**config.mk**
```make
export PLATFORM = sky130hd
export DESIGN_NAME = bitmap_block_allocator_unit
export DESIGN_NICKNAME = d
export VERILOG_FILES = /design/src/hw/rtl/bba_pkg.sv /design/src/hw/rtl/bba_ram.sv /design/src/hw/rtl/bba_word_search.sv /design/src/hw/rtl/bitmap_block_allocator_unit.sv
export SDC_FILE = /design/constraint.sdc
export NUM_CORES = 2
export LEC_CHECK = 0
export CAP_MARGIN = 20
export CORE_MARGIN = 3
export CORE_UTILIZATION = 38
export CTS_BUF_LIST = sky130_fd_sc_hd__clkbuf_4
export CTS_CLUSTER_DIAMETER = 30
export DETAILED_ROUTE_END_ITERATION = 7
export DONT_BUFFER_PORTS = 1
export HOLD_SLACK_MARGIN = 0.1
export SYNTH_ARGS = -nofsm -noshare
export SYNTH_HDL_FRONTEND = slang
export SYNTH_SLANG_ARGS = --single-unit
```
**constraint.sdc**
```tcl
create_clock -name clk_i -period 24.8 [get_ports clk_i]
set_input_delay 3.72 -clock clk_i [delete_from_list [all_inputs] [get_ports clk_i]]
set_output_delay 3.72 -clock clk_i [all_outputs]
set_load 0.05 [all_outputs]
```
**src/hw/rtl/bba_pkg.sv**
```systemverilog
`timescale 1ns / 1ps
// ----------------------------------------------------------------------------
// bba_pkg: shared types and constants of the bitmap block allocator
// Field widths, status and mode codes, sequencer states and word sizing.
// ----------------------------------------------------------------------------
package bba_pkg;

  // defaults of the top level parameters
  localparam int SECTIONS_DEF = 2;
  localparam int BLOCKS_DEF   = 1024;

  // fixed field widths
  localparam int FRAME_W  = 20;
  localparam int BLK_W    = 11;
  localparam int TOTAL_W  = 13;
  localparam int STATUS_W = 2;
  localparam int CFG_W    = 32;

  // input item kind
  localparam logic MODE_ALLOC = 1'b0;
  localparam logic MODE_FREE  = 1'b1;

  // low bit of a register index: base or block count
  localparam logic REG_BASE   = 1'b0;
  localparam logic REG_BLOCKS = 1'b1;

  typedef enum logic [STATUS_W-1:0] {
    STAT_OK        = 2'd0,
    STAT_NO_FREE   = 2'd1,
    STAT_NOT_FOUND = 2'd2
  } bba_status_e;

  typedef enum logic [2:0] {
    ST_IDLE,
    ST_ALLOC_SEL,
    ST_SCAN,
    ST_FREE_SEL,
    ST_FREE_WR,
    ST_RESP
  } bba_state_e;

  // bitmap word width: 32 bits, or 8 for very small sections
  function automatic int bba_word_width(input int blocks);
    return (blocks >= 32) ? 32 : 8;
  endfunction

endpackage

```
**src/hw/rtl/bba_ram.sv**
```systemverilog
`timescale 1ns / 1ps
// ----------------------------------------------------------------------------
// bba_ram: generic single-write, single-read RAM
// One write and one registered read per cycle.
// ----------------------------------------------------------------------------
module bba_ram #(
  parameter int DATA_W = 32,
  parameter int DEPTH  = 64,
  localparam int AW    = (DEPTH > 1) ? $clog2(DEPTH) : 1
) (
  input  logic              clk_i,
  input  logic              we_i,
  input  logic [AW-1:0]     waddr_i,
  input  logic [DATA_W-1:0] wdata_i,
  input  logic              re_i,
  input  logic [AW-1:0]     raddr_i,
  output logic [DATA_W-1:0] rdata_o
);

  logic [DATA_W-1:0] mem_q [DEPTH];
  logic [DATA_W-1:0] rdata_q;

  // write port
  always_ff @(posedge clk_i) begin
    if (we_i) begin
      mem_q[waddr_i] <= wdata_i;
    end
  end

  // registered read port
  always_ff @(posedge clk_i) begin
    if (re_i) begin
      rdata_q <= mem_q[raddr_i];
    end
  end

  assign rdata_o = rdata_q;

endmodule

```
**src/hw/rtl/bba_word_search.sv**
```systemverilog
`timescale 1ns / 1ps
// ----------------------------------------------------------------------------
// bba_word_search: clear-bit search over one bitmap word
// Masks the word to the live index window and finds the lowest clear bit.
// ----------------------------------------------------------------------------
module bba_word_search
  import bba_pkg::*;
#(
  parameter int WORD_W = 32,
  parameter int WPW    = 5,
  localparam int WB    = $clog2(WORD_W)
) (
  input  logic [WORD_W-1:0] word_i,
  input  logic [WPW-1:0]    wptr_i,
  input  logic [WPW-1:0]    start_w_i,
  input  logic [WB-1:0]     start_b_i,
  input  logic [WPW-1:0]    last_w_i,
  input  logic [WB-1:0]     last_b_i,
  input  logic              wrap_i,
  output logic              found_o,
  output logic [WB-1:0]     pos_o
);

  localparam logic [WORD_W-1:0] ALL_ONES = '1;

  logic [WORD_W-1:0] upper_mask;
  logic [WORD_W-1:0] lower_mask;
  logic [WORD_W-1:0] cand;

  // bits at or below the last block of the section
  assign upper_mask = (wptr_i == last_w_i) ?
                      (ALL_ONES >> (WB'(WORD_W - 1) - last_b_i)) : ALL_ONES;

  // first pass: from the cursor up; wrap pass: below the cursor
  always_comb begin
    lower_mask = ALL_ONES;
    if (wptr_i == start_w_i) begin
      lower_mask = wrap_i ? ~(ALL_ONES << start_b_i) : (ALL_ONES << start_b_i);
    end
  end

  assign cand    = ~word_i & upper_mask & lower_mask;
  assign found_o = |cand;

  // lowest candidate wins
  always_comb begin
    pos_o = '0;
    for (int i = WORD_W - 1; i >= 0; i--) begin
      if (cand[i]) begin
        pos_o = WB'(i);
      end
    end
  end

endmodule

```
**src/hw/rtl/bitmap_block_allocator_unit.sv**
```systemverilog
`timescale 1ns / 1ps
// ----------------------------------------------------------------------------
// bitmap_block_allocator_unit: next-fit bitmap block allocator
// Allocates and frees fixed-size blocks over configured sections.
// ----------------------------------------------------------------------------
// Usage:
//   Input stream: tuser[0] = mode (0 allocate, 1 free), tdata[19:0] = frame.
//   Output stream: tuser[1:0] = status, tdata = {total_free, granted_frame}.
//   APB port: per section a base frame register and a block count register;
//   writing a block count empties that section. Write only while idle.
// Timing:
//   One word in flight; a new word is taken while the last result waits.
//   Allocation: a selection step per section visited and a scan step per
//   bitmap word read (32 blocks a word, or 8 below 32 blocks a section; the
//   start word is read again on the wrap). Free: a selection step per section
//   checked up to the hit and then a bitmap write, or every section on a miss.
//   Each item then passes the response state; the bitmap RAM read port and
//   the single word search set the pace.
// Reset:
//   Control and config registers zero: no section has blocks, so nothing
//   can be allocated until a block count is written. Bitmap needs no clearing.
// Stall:
//   A held result blocks completion of the next item only; the sequencer
//   waits with its result until the output register is free.
// ----------------------------------------------------------------------------
module bitmap_block_allocator_unit
  import bba_pkg::*;
#(
  parameter int SECTIONS           = SECTIONS_DEF,
  parameter int BLOCKS_PER_SECTION = BLOCKS_DEF,
  localparam int RI_W              = (SECTIONS > 1) ? $clog2(2 * SECTIONS) : 1,
  localparam int PA_W              = RI_W + 2
) (
  input  logic             clk_i,
  input  logic             rst_ni,
  // input words
  input  logic             s_axis_tvalid,
  output logic             s_axis_tready,
  input  logic [23:0]      s_axis_tdata,   // [19:0] frame_number
  input  logic [0:0]       s_axis_tuser,   // [0] mode
  // result words
  output logic             m_axis_tvalid,
  input  logic             m_axis_tready,
  output logic [39:0]      m_axis_tdata,   // [19:0] granted_frame, [32:20] total_free
  output logic [1:0]       m_axis_tuser,   // [1:0] status
  // register port
  input  logic             psel,
  input  logic             penable,
  input  logic             pwrite,
  input  logic [PA_W-1:0]  paddr,
  input  logic [CFG_W-1:0] pwdata,
  output logic [CFG_W-1:0] prdata,
  output logic             pready
);

  localparam int WORD_W = bba_word_width(BLOCKS_PER_SECTION);
  localparam int WB     = $clog2(WORD_W);
  localparam int WPS    = (BLOCKS_PER_SECTION + WORD_W - 1) / WORD_W;
  localparam int WPW    = (WPS > 1) ? $clog2(WPS) : 1;
  localparam int IDX_W  = WPW + WB;
  localparam int NWORDS = SECTIONS * WPS;
  localparam int AW     = (NWORDS > 1) ? $clog2(NWORDS) : 1;
  localparam int SEC_W  = (SECTIONS > 1) ? $clog2(SECTIONS) : 1;
  localparam int SUM_W  = TOTAL_W + 2;
  localparam logic [BLK_W-1:0] BLK_LIM =
    (BLOCKS_PER_SECTION > 2047) ? '1 : BLK_W'(BLOCKS_PER_SECTION);

  // word address of a section's bitmap word
  function automatic logic [AW-1:0] word_addr(input logic [SEC_W-1:0] sec,
                                               input logic [WPW-1:0] w);
    return AW'(AW'(sec) * AW'(WPS)) + AW'(w);
  endfunction

  // configuration and allocator state
  logic [FRAME_W-1:0] base_q   [SECTIONS];
  logic [BLK_W-1:0]   blocks_q [SECTIONS];
  logic [BLK_W-1:0]   free_q   [SECTIONS];
  logic [BLK_W-1:0]   cursor_q [SECTIONS];
  logic [TOTAL_W-1:0] total_q;
  logic               word_vld_q [NWORDS];

  // sequencer
  bba_state_e       state_q, state_d;
  logic [SEC_W-1:0] sec_q;
  logic [WPW-1:0]   wptr_q;
  logic             wrap_q;
  logic [IDX_W-1:0] start_q;
  logic [WB-1:0]    bit_q;
  logic             rd_vld_q;
  logic [FRAME_W-1:0] frame_q;
  bba_status_e        res_status_q;
  logic [FRAME_W-1:0] res_grant_q;

  // output register
  logic               m_valid_q;
  bba_status_e        out_status_q;
  logic [FRAME_W-1:0] out_grant_q;
  logic [TOTAL_W-1:0] out_total_q;

  // RAM port
  logic              ram_we, ram_re;
  logic [AW-1:0]     ram_waddr, ram_raddr;
  logic [WORD_W-1:0] ram_wdata, ram_rdata, rd_data;

  // current section view
  logic [BLK_W-1:0]   cur_n, cur_free, cur_cursor;
  logic [FRAME_W-1:0] cur_base;
  logic               last_sec, sec_usable, free_hit;
  logic [IDX_W-1:0]   alloc_start, nlast, free_off, found_idx;
  logic [FRAME_W-1:0] frame_diff;
  logic               srch_found;
  logic [WB-1:0]      srch_pos;
  logic               at_end_first, at_end_wrap;

  // sequencer decisions
  logic scan_next, scan_wrap, sec_fail, accept, resp_load;

  // register port decode
  logic               cfg_we;
  logic [RI_W-1:0]    cfg_idx;
  logic               cfg_idx_ok;
  logic [SEC_W-1:0]   cfg_sec;
  logic [BLK_W-1:0]   cfg_blocks;
  logic [SUM_W-1:0]   cfg_sum;
  logic [TOTAL_W-1:0] cfg_total;

  assign cur_n      = blocks_q[sec_q];
  assign cur_free   = free_q[sec_q];
  assign cur_cursor = cursor_q[sec_q];
  assign cur_base   = base_q[sec_q];
  assign last_sec   = (sec_q == SEC_W'(SECTIONS - 1));
  assign sec_usable = (cur_n != '0) && (cur_free != '0);

  // next-fit start; a stale cursor restarts at index zero
  assign alloc_start = (cur_cursor >= cur_n) ? '0 : IDX_W'(cur_cursor);
  assign nlast       = IDX_W'(cur_n - BLK_W'(1));

  // free range check on the current section
  assign free_hit   = (frame_q >= cur_base) &&
                      ({1'b0, frame_q} < ({1'b0, cur_base} + (FRAME_W + 1)'(cur_n)));
  assign frame_diff = frame_q - cur_base;
  assign free_off   = IDX_W'(frame_diff);

  // words never written since the section was set up read as clear
  assign rd_data = rd_vld_q ? ram_rdata : '0;

  bba_word_search #(
    .WORD_W (WORD_W),
    .WPW    (WPW)
  ) u_search (
    .word_i    (rd_data),
    .wptr_i    (wptr_q),
    .start_w_i (start_q[IDX_W-1:WB]),
    .start_b_i (start_q[WB-1:0]),
    .last_w_i  (nlast[IDX_W-1:WB]),
    .last_b_i  (nlast[WB-1:0]),
    .wrap_i    (wrap_q),
    .found_o   (srch_found),
    .pos_o     (srch_pos)
  );

  assign found_idx    = {wptr_q, srch_pos};
  assign at_end_first = !wrap_q && (wptr_q == nlast[IDX_W-1:WB]);
  assign at_end_wrap  = wrap_q && (wptr_q == start_q[IDX_W-1:WB]);

  assign accept    = s_axis_tvalid && s_axis_tready;
  assign resp_load = (state_q == ST_RESP) && (!m_valid_q || m_axis_tready);

  // next state, RAM control and sequencer decisions
  always_comb begin
    state_d   = state_q;
    ram_re    = 1'b0;
    ram_raddr = '0;
    ram_we    = 1'b0;
    ram_waddr = '0;
    ram_wdata = '0;
    scan_next = 1'b0;
    scan_wrap = 1'b0;
    sec_fail  = 1'b0;
    case (state_q)
      ST_IDLE: begin
        if (s_axis_tvalid) begin
          state_d = (s_axis_tuser[0] == MODE_FREE) ? ST_FREE_SEL : ST_ALLOC_SEL;
        end
      end
      ST_ALLOC_SEL: begin
        if (sec_usable) begin
          ram_re    = 1'b1;
          ram_raddr = word_addr(sec_q, alloc_start[IDX_W-1:WB]);
          state_d   = ST_SCAN;
        end else if (last_sec) begin
          state_d = ST_RESP;
        end
      end
      ST_SCAN: begin
        if (srch_found) begin
          ram_we    = 1'b1;
          ram_waddr = word_addr(sec_q, wptr_q);
          ram_wdata = rd_data | (WORD_W'(1) << srch_pos);
          state_d   = ST_RESP;
        end else if ((!wrap_q && !at_end_first) || (wrap_q && !at_end_wrap)) begin
          scan_next = 1'b1;
          ram_re    = 1'b1;
          ram_raddr = word_addr(sec_q, wptr_q + WPW'(1));
        end else if (!wrap_q && (start_q != '0)) begin
          scan_wrap = 1'b1;
          ram_re    = 1'b1;
          ram_raddr = word_addr(sec_q, '0);
        end else begin
          sec_fail = 1'b1;
          state_d  = last_sec ? ST_RESP : ST_ALLOC_SEL;
        end
      end
      ST_FREE_SEL: begin
        if (free_hit) begin
          ram_re    = 1'b1;
          ram_raddr = word_addr(sec_q, free_off[IDX_W-1:WB]);
          state_d   = ST_FREE_WR;
        end else if (last_sec) begin
          state_d = ST_RESP;
        end
      end
      ST_FREE_WR: begin
        ram_we    = 1'b1;
        ram_waddr = word_addr(sec_q, wptr_q);
        ram_wdata = rd_data & ~(WORD_W'(1) << bit_q);
        state_d   = ST_RESP;
      end
      ST_RESP: begin
        if (!m_valid_q || m_axis_tready) begin
          state_d = ST_IDLE;
        end
      end
      default: begin
        state_d = ST_IDLE;
      end
    endcase
  end

  // register port decode and block count reload sum
  assign cfg_we     = psel && penable && pwrite && pready;
  assign cfg_idx    = paddr[PA_W-1:2];
  assign cfg_idx_ok = (32'(cfg_idx) < 32'(2 * SECTIONS));
  assign cfg_sec    = SEC_W'(cfg_idx >> 1);
  assign cfg_blocks = (pwdata[BLK_W-1:0] > BLK_LIM) ? BLK_LIM : pwdata[BLK_W-1:0];

  always_comb begin
    cfg_sum = '0;
    for (int s = 0; s < SECTIONS; s++) begin
      cfg_sum = cfg_sum + SUM_W'((SEC_W'(s) == cfg_sec) ? cfg_blocks : free_q[s]);
    end
  end

  assign cfg_total = (cfg_sum > SUM_W'({TOTAL_W{1'b1}})) ? '1 : TOTAL_W'(cfg_sum);

  // register read back
  always_comb begin
    prdata = '0;
    if (cfg_idx_ok) begin
      if (cfg_idx[0] == REG_BASE) begin
        prdata = CFG_W'(base_q[cfg_sec]);
      end else begin
        prdata = CFG_W'(blocks_q[cfg_sec]);
      end
    end
  end

  assign pready = 1'b1;

  // state register
  always_ff @(posedge clk_i or negedge rst_ni) begin
    if (!rst_ni) begin
      state_q <= ST_IDLE;
    end else begin
      state_q <= state_d;
    end
  end

  // control state, counters and configuration
  always_ff @(posedge clk_i or negedge rst_ni) begin
    if (!rst_ni) begin
      sec_q     <= '0;
      wptr_q    <= '0;
      wrap_q    <= 1'b0;
      start_q   <= '0;
      bit_q     <= '0;
      rd_vld_q  <= 1'b0;
      total_q   <= '0;
      m_valid_q <= 1'b0;
      for (int s = 0; s < SECTIONS; s++) begin
        base_q[s]   <= '0;
        blocks_q[s] <= '0;
        free_q[s]   <= '0;
        cursor_q[s] <= '0;
      end
      for (int w = 0; w < NWORDS; w++) begin
        word_vld_q[w] <= 1'b0;
      end
    end else begin
      // valid flag of the word being read
      if (ram_re) begin
        rd_vld_q <= word_vld_q[ram_raddr];
      end
      if (ram_we) begin
        word_vld_q[ram_waddr] <= 1'b1;
      end

      case (state_q)
        ST_IDLE: begin
          if (accept) begin
            sec_q <= '0;
          end
        end
        ST_ALLOC_SEL: begin
          if (sec_usable) begin
            start_q <= alloc_start;
            wptr_q  <= alloc_start[IDX_W-1:WB];
            wrap_q  <= 1'b0;
          end else if (!last_sec) begin
            sec_q <= sec_q + SEC_W'(1);
          end
        end
        ST_SCAN: begin
          if (srch_found) begin
            cursor_q[sec_q] <= BLK_W'({1'b0, found_idx} + (IDX_W + 1)'(1));
            if (cur_free != '0) begin
              free_q[sec_q] <= cur_free - BLK_W'(1);
            end
            if (total_q != '0) begin
              total_q <= total_q - TOTAL_W'(1);
            end
          end else if (scan_next) begin
            wptr_q <= wptr_q + WPW'(1);
          end else if (scan_wrap) begin
            wptr_q <= '0;
            wrap_q <= 1'b1;
          end else if (sec_fail && !last_sec) begin
            sec_q <= sec_q + SEC_W'(1);
          end
        end
        ST_FREE_SEL: begin
          if (free_hit) begin
            wptr_q <= free_off[IDX_W-1:WB];
            bit_q  <= free_off[WB-1:0];
          end else if (!last_sec) begin
            sec_q <= sec_q + SEC_W'(1);
          end
        end
        ST_FREE_WR: begin
          // counts rise even on a double free, saturating
          if (cur_free != '1) begin
            free_q[sec_q] <= cur_free + BLK_W'(1);
          end
          if (total_q != '1) begin
            total_q <= total_q + TOTAL_W'(1);
          end
        end
        default: begin
        end
      endcase

      // output valid
      if (resp_load) begin
        m_valid_q <= 1'b1;
      end else if (m_axis_tready) begin
        m_valid_q <= 1'b0;
      end

      // register writes; a block count write empties its section
      if (cfg_we && cfg_idx_ok) begin
        if (cfg_idx[0] == REG_BASE) begin
          base_q[cfg_sec] <= pwdata[FRAME_W-1:0];
        end else begin
          blocks_q[cfg_sec] <= cfg_blocks;
          free_q[cfg_sec]   <= cfg_blocks;
          cursor_q[cfg_sec] <= '0;
          total_q           <= cfg_total;
          for (int s = 0; s < SECTIONS; s++) begin
            for (int w = 0; w < WPS; w++) begin
              if (SEC_W'(s) == cfg_sec) begin
                word_vld_q[s * WPS + w] <= 1'b0;
              end
            end
          end
        end
      end
    end
  end

  // item payload and result
  always_ff @(posedge clk_i) begin
    if (accept) begin
      frame_q      <= s_axis_tdata[FRAME_W-1:0];
      res_grant_q  <= '0;
      res_status_q <= (s_axis_tuser[0] == MODE_FREE) ? STAT_NOT_FOUND : STAT_NO_FREE;
    end
    if ((state_q == ST_SCAN) && srch_found) begin
      res_status_q <= STAT_OK;
      res_grant_q  <= cur_base + FRAME_W'(found_idx);
    end
    if ((state_q == ST_FREE_SEL) && free_hit) begin
      res_status_q <= STAT_OK;
    end
    if (resp_load) begin
      out_status_q <= res_status_q;
      out_grant_q  <= res_grant_q;
      out_total_q  <= total_q;
    end
  end

  bba_ram #(
    .DATA_W (WORD_W),
    .DEPTH  (NWORDS)
  ) u_bitmap (
    .clk_i   (clk_i),
    .we_i    (ram_we),
    .waddr_i (ram_waddr),
    .wdata_i (ram_wdata),
    .re_i    (ram_re),
    .raddr_i (ram_raddr),
    .rdata_o (ram_rdata)
  );

  assign s_axis_tready = (state_q == ST_IDLE);
  assign m_axis_tvalid = m_valid_q;
  assign m_axis_tuser  = out_status_q;
  assign m_axis_tdata  = {7'b0, out_total_q, out_grant_q};

endmodule
```
==> results.yml <==
status:
  status: "complete, no violations"
cts:
  insertion_delay_ns: 1.37
  post_cts_buffers: 0
  cts_resized: 0
  cts_tree: "yes"
  cts_buffer_depth: 4
  cts.sinks: 2367
  cts_hold_buf: 0
  clk_pin_slew_ns: 0.06
  cts-buffers-inserted: 626
  cts_root_buf: "clkbuf_4"
  htreeDepth: 6
setup_path:
  cp_max_fo: 43
  crit_arrival_ns: 12.07
  slowest_stage: "dfrtp_4"
  critPathCaptureType: "flop"
  start_kind: "flop"
  path_class: "reg2reg"
  worstPathRequired_ns: 25.75
  critPathMaxStageDelay_ns: 0.84
  reg2reg_slack_ns: 13.68
  path_common_cell: "a21oi_1"
synth:
  yosysTopAreaCell: "edfxtp_1"
  synth_cells: 8016
  yosys_register_bits: 2367
  synth-warning-count: 0
  yosysUniqueCellTypes: 97
  synth-main-ff-cell: "edfxtp_1"
  yosysSeqAreaShare: 0.693
  async_reset_ff_frac: 0.0887
  yosysTopAreaCellShare: 0.641
  synth_edf_count: 2155
  yosys-top-cells-area: "edfxtp_1 64%, nand2_1 6.8%, dfrtp_1 5.2%, nand3_1 3.9%, mux2i_1 2.4%"
  avgSynthCellArea_um2: 12.6
  syn_area_um2: 101000
sta:
  layout_setup_ws_ns: 13.68
  post-route-min-period_ns: 11.12
  timing.hold.ws_ns: 0.411
  tns_ns: 0
  maxSlewViolCount: 0
  rsz0062_at_grt: "no"
  slew_headroom: 0.242
  setup_violations: 0
  fin_skew_ns: 0.193
  tightest_slew_ns: 1.13
  fmax_mhz: 89.9
  hold_viol_final: 0
  post-route-period-util: 0.449
die:
  fp.dieH_um: 522
  start_util: 0.383
  die_w_um: 522
  row_count: 188
  ios: 145
  dieArea_um2: 272000
  core_area_um2: 263000
cells_and_area:
  syn_to_final_growth_pct: 12.2
  drive_above_1_share: 0.155
  nFillCells: 24300
  multiInputGateArea_um2: 29500
  final_nets: 8506
  final-seq-area_um2: 70000
placement:
  pre_cts_ws_ns: 13.69
  gp_congestion: 0.904
  dpl.hpwl_mm: 169
  portBuffers: 0
grt:
  grt_max_degree: 211
  grt_pass1_vias: 67200
  grt_pass1_wl_mm: 454
  antenna_found_initial: 16
  grt_overflow: 0
  track_usage: 0.225
min_path:
  hp-class: "reg2reg"
power:
  p_clk_frac: 0.268
  p_switching_mw: 4.74
  switching_share: 0.379
  seqPwrFrac: 0.408
  vdd_drop_max_mv: 0.111
  p_comb_frac: 0.324
  power.density_nw_per_um2: 110
  internal_power_mw: 7.77
  leakage_nw: 39.9
drt:
  routed_wirelength_mm: 316
  wl_met3_mm: 30.2
  wire_per_inst_um: 25.7
  vias: 70100
  routed.top_layer: "met5"
  ant_nets: 0
  met1Wirelength_mm: 128
  dr.pass1.iters: 7
  vias_per_cell: 5.69
  wl_met2_mm: 147
  drcViolationCount: 0
  first_iter_violations: 8356
run:
  drv_cap: 0
[worst paths after layout]
check	start	endpoint	cells after the start
min	res_grant_q[8]	out_grant_q[8]	0
min in group asynchronous	rst_ni	m_axis_tvalid	0
max in group asynchronous	rst_ni	word_vld_q[62]	0
max	last_sec	u_bitmap.rdata_o[29]	32
min reg2reg	res_grant_q[8]	out_grant_q[8]	0
max reg2reg	last_sec	u_bitmap.rdata_o[29]	32
[sequential cells by signal (all words and copies together) (netlist names), 22 cells and up]
signal            cells
base_q               40
blocks_q             22
cursor_q             22
free_q               22
u_bitmap.mem_q     2048
u_bitmap.rdata_o     32
word_vld_q           64
[kinds of logic (layout without fill, tap and decap cells)]
| kind of cell | after synthesis | count (layout) | share of synthesized area |
|---|---|---|---|
| adders and majority gates | 98 | 98 | 0.0124 |
| muxes | 313 | 313 | 0.0334 |
| AOI/OAI and AO/OA | 1229 | 1229 | 0.0807 |
| DFF | 2367 | 2367 | 0.693 |
| and+or+nand+nor | 3317 | 3317 | 0.145 |
| xor gates and xnor gates | 122 | 122 | 0.0109 |
| other | 2 | 67 | 0.0000743 |
| buffers and inverters | 568 | 1307 | 0.0249 |
[power groups by stage]
stage | sequential, mW | combinational, mW | clock (mW)
3_5_place_dp | 5.18 | 4.00 | 0
4_1_cts | 5.10 | 4.01 | 3.43
6_report | 5.11 | 4.05 | 3.36
2_1_floorplan | 5.04 | 2.73 | 0
3_3_place_gp | 5.17 | 3.95 | 0
5_1_grt | 5.12 | 4.37 | 3.64
[synth_stat cells (50+ instances only)]
cell type / number
a31oi_1: 149
nand2_1: 1824
o21ai_0: 182
a22o_1: 80
nand3_1: 782
buf_1: 70
a21oi_1: 317
xnor2_1: 78
edfxtp_1: 2155
inv_1: 68
dfrtp_1: 210
mux2i_1: 241
ha_1: 94
o22ai_1: 50
nor2_1: 282
o21a_1: 50
a22oi_1: 60
clkbuf_1: 217
mux2_2: 57
nand4_1: 138
buf_2: 173
[worst max-delay path: cells and delay by family (launching register included)]
| family | cells | cell delay, ns |
|---|---|---|
| AND/OR/NAND/NOR | 13 | 4.28 |
| adder cells (fa/ha/maj) | 2 | 0.66 |
| buffers and inverters | 2 | 0.88 |
| multiplexers | 1 | 0.57 |
| flip-flops | 1 | 0.84 |
| AO/OA/AOI/OAI | 13 | 3.34 |
| XOR/XNOR | 1 | 0.15 |
[metrics by stage]
stage	instances	utilization	area (um^2)	power (mW)
floorplan	8034	-	101000	7.77
global placement	11200	0.401	106000	9.12
detailed placement	11200	0.401	106000	9.17
CTS	12300	0.430	113000	12.5
global route	12300	0.430	113000	13.1
finish	12300	0.430	113000	12.5
[layout by cell type (no fill, tap or decap), types with 49 or more instances in the layout]
cell / count
o21ai_0: 181
a22oi_1: 50
buf_4: 168
a22o_1: 79
a31oi_1: 149
inv_1: 67
nor2_4: 67
nand2_1: 1823
mux2i_1: 241
a21oi_1: 299
nor2_1: 217
xnor2_1: 78
o22ai_1: 50
ha_1: 94
clkbuf_4: 883
nand3_1: 778
mux2_2: 57
o21a_1: 49
edfxtp_1: 2155
nand4_1: 138
clkinv_1: 113
dfrtp_1: 208
[metal layers]
layer / up-vias / global-route usage
met2: 3530 / 0.352
met1: 35200 / 0.304
met5: - / 0
li1: 30900 / -
met4: 14 / 0.0915
met3: 575 / 0.0488
[area by class of cell]
type                    instances  share of cell area
clock buffers                 883              0.0585
multi-input cells            5099               0.260
clock inverters               178             0.00952
well taps                    3515              0.0388
repair buffers                177              0.0126
flip-flops and latches       2367               0.617
inverters                      69             0.00228
diodes                         47             0.00104
Power figures use the tool's default switching activity.
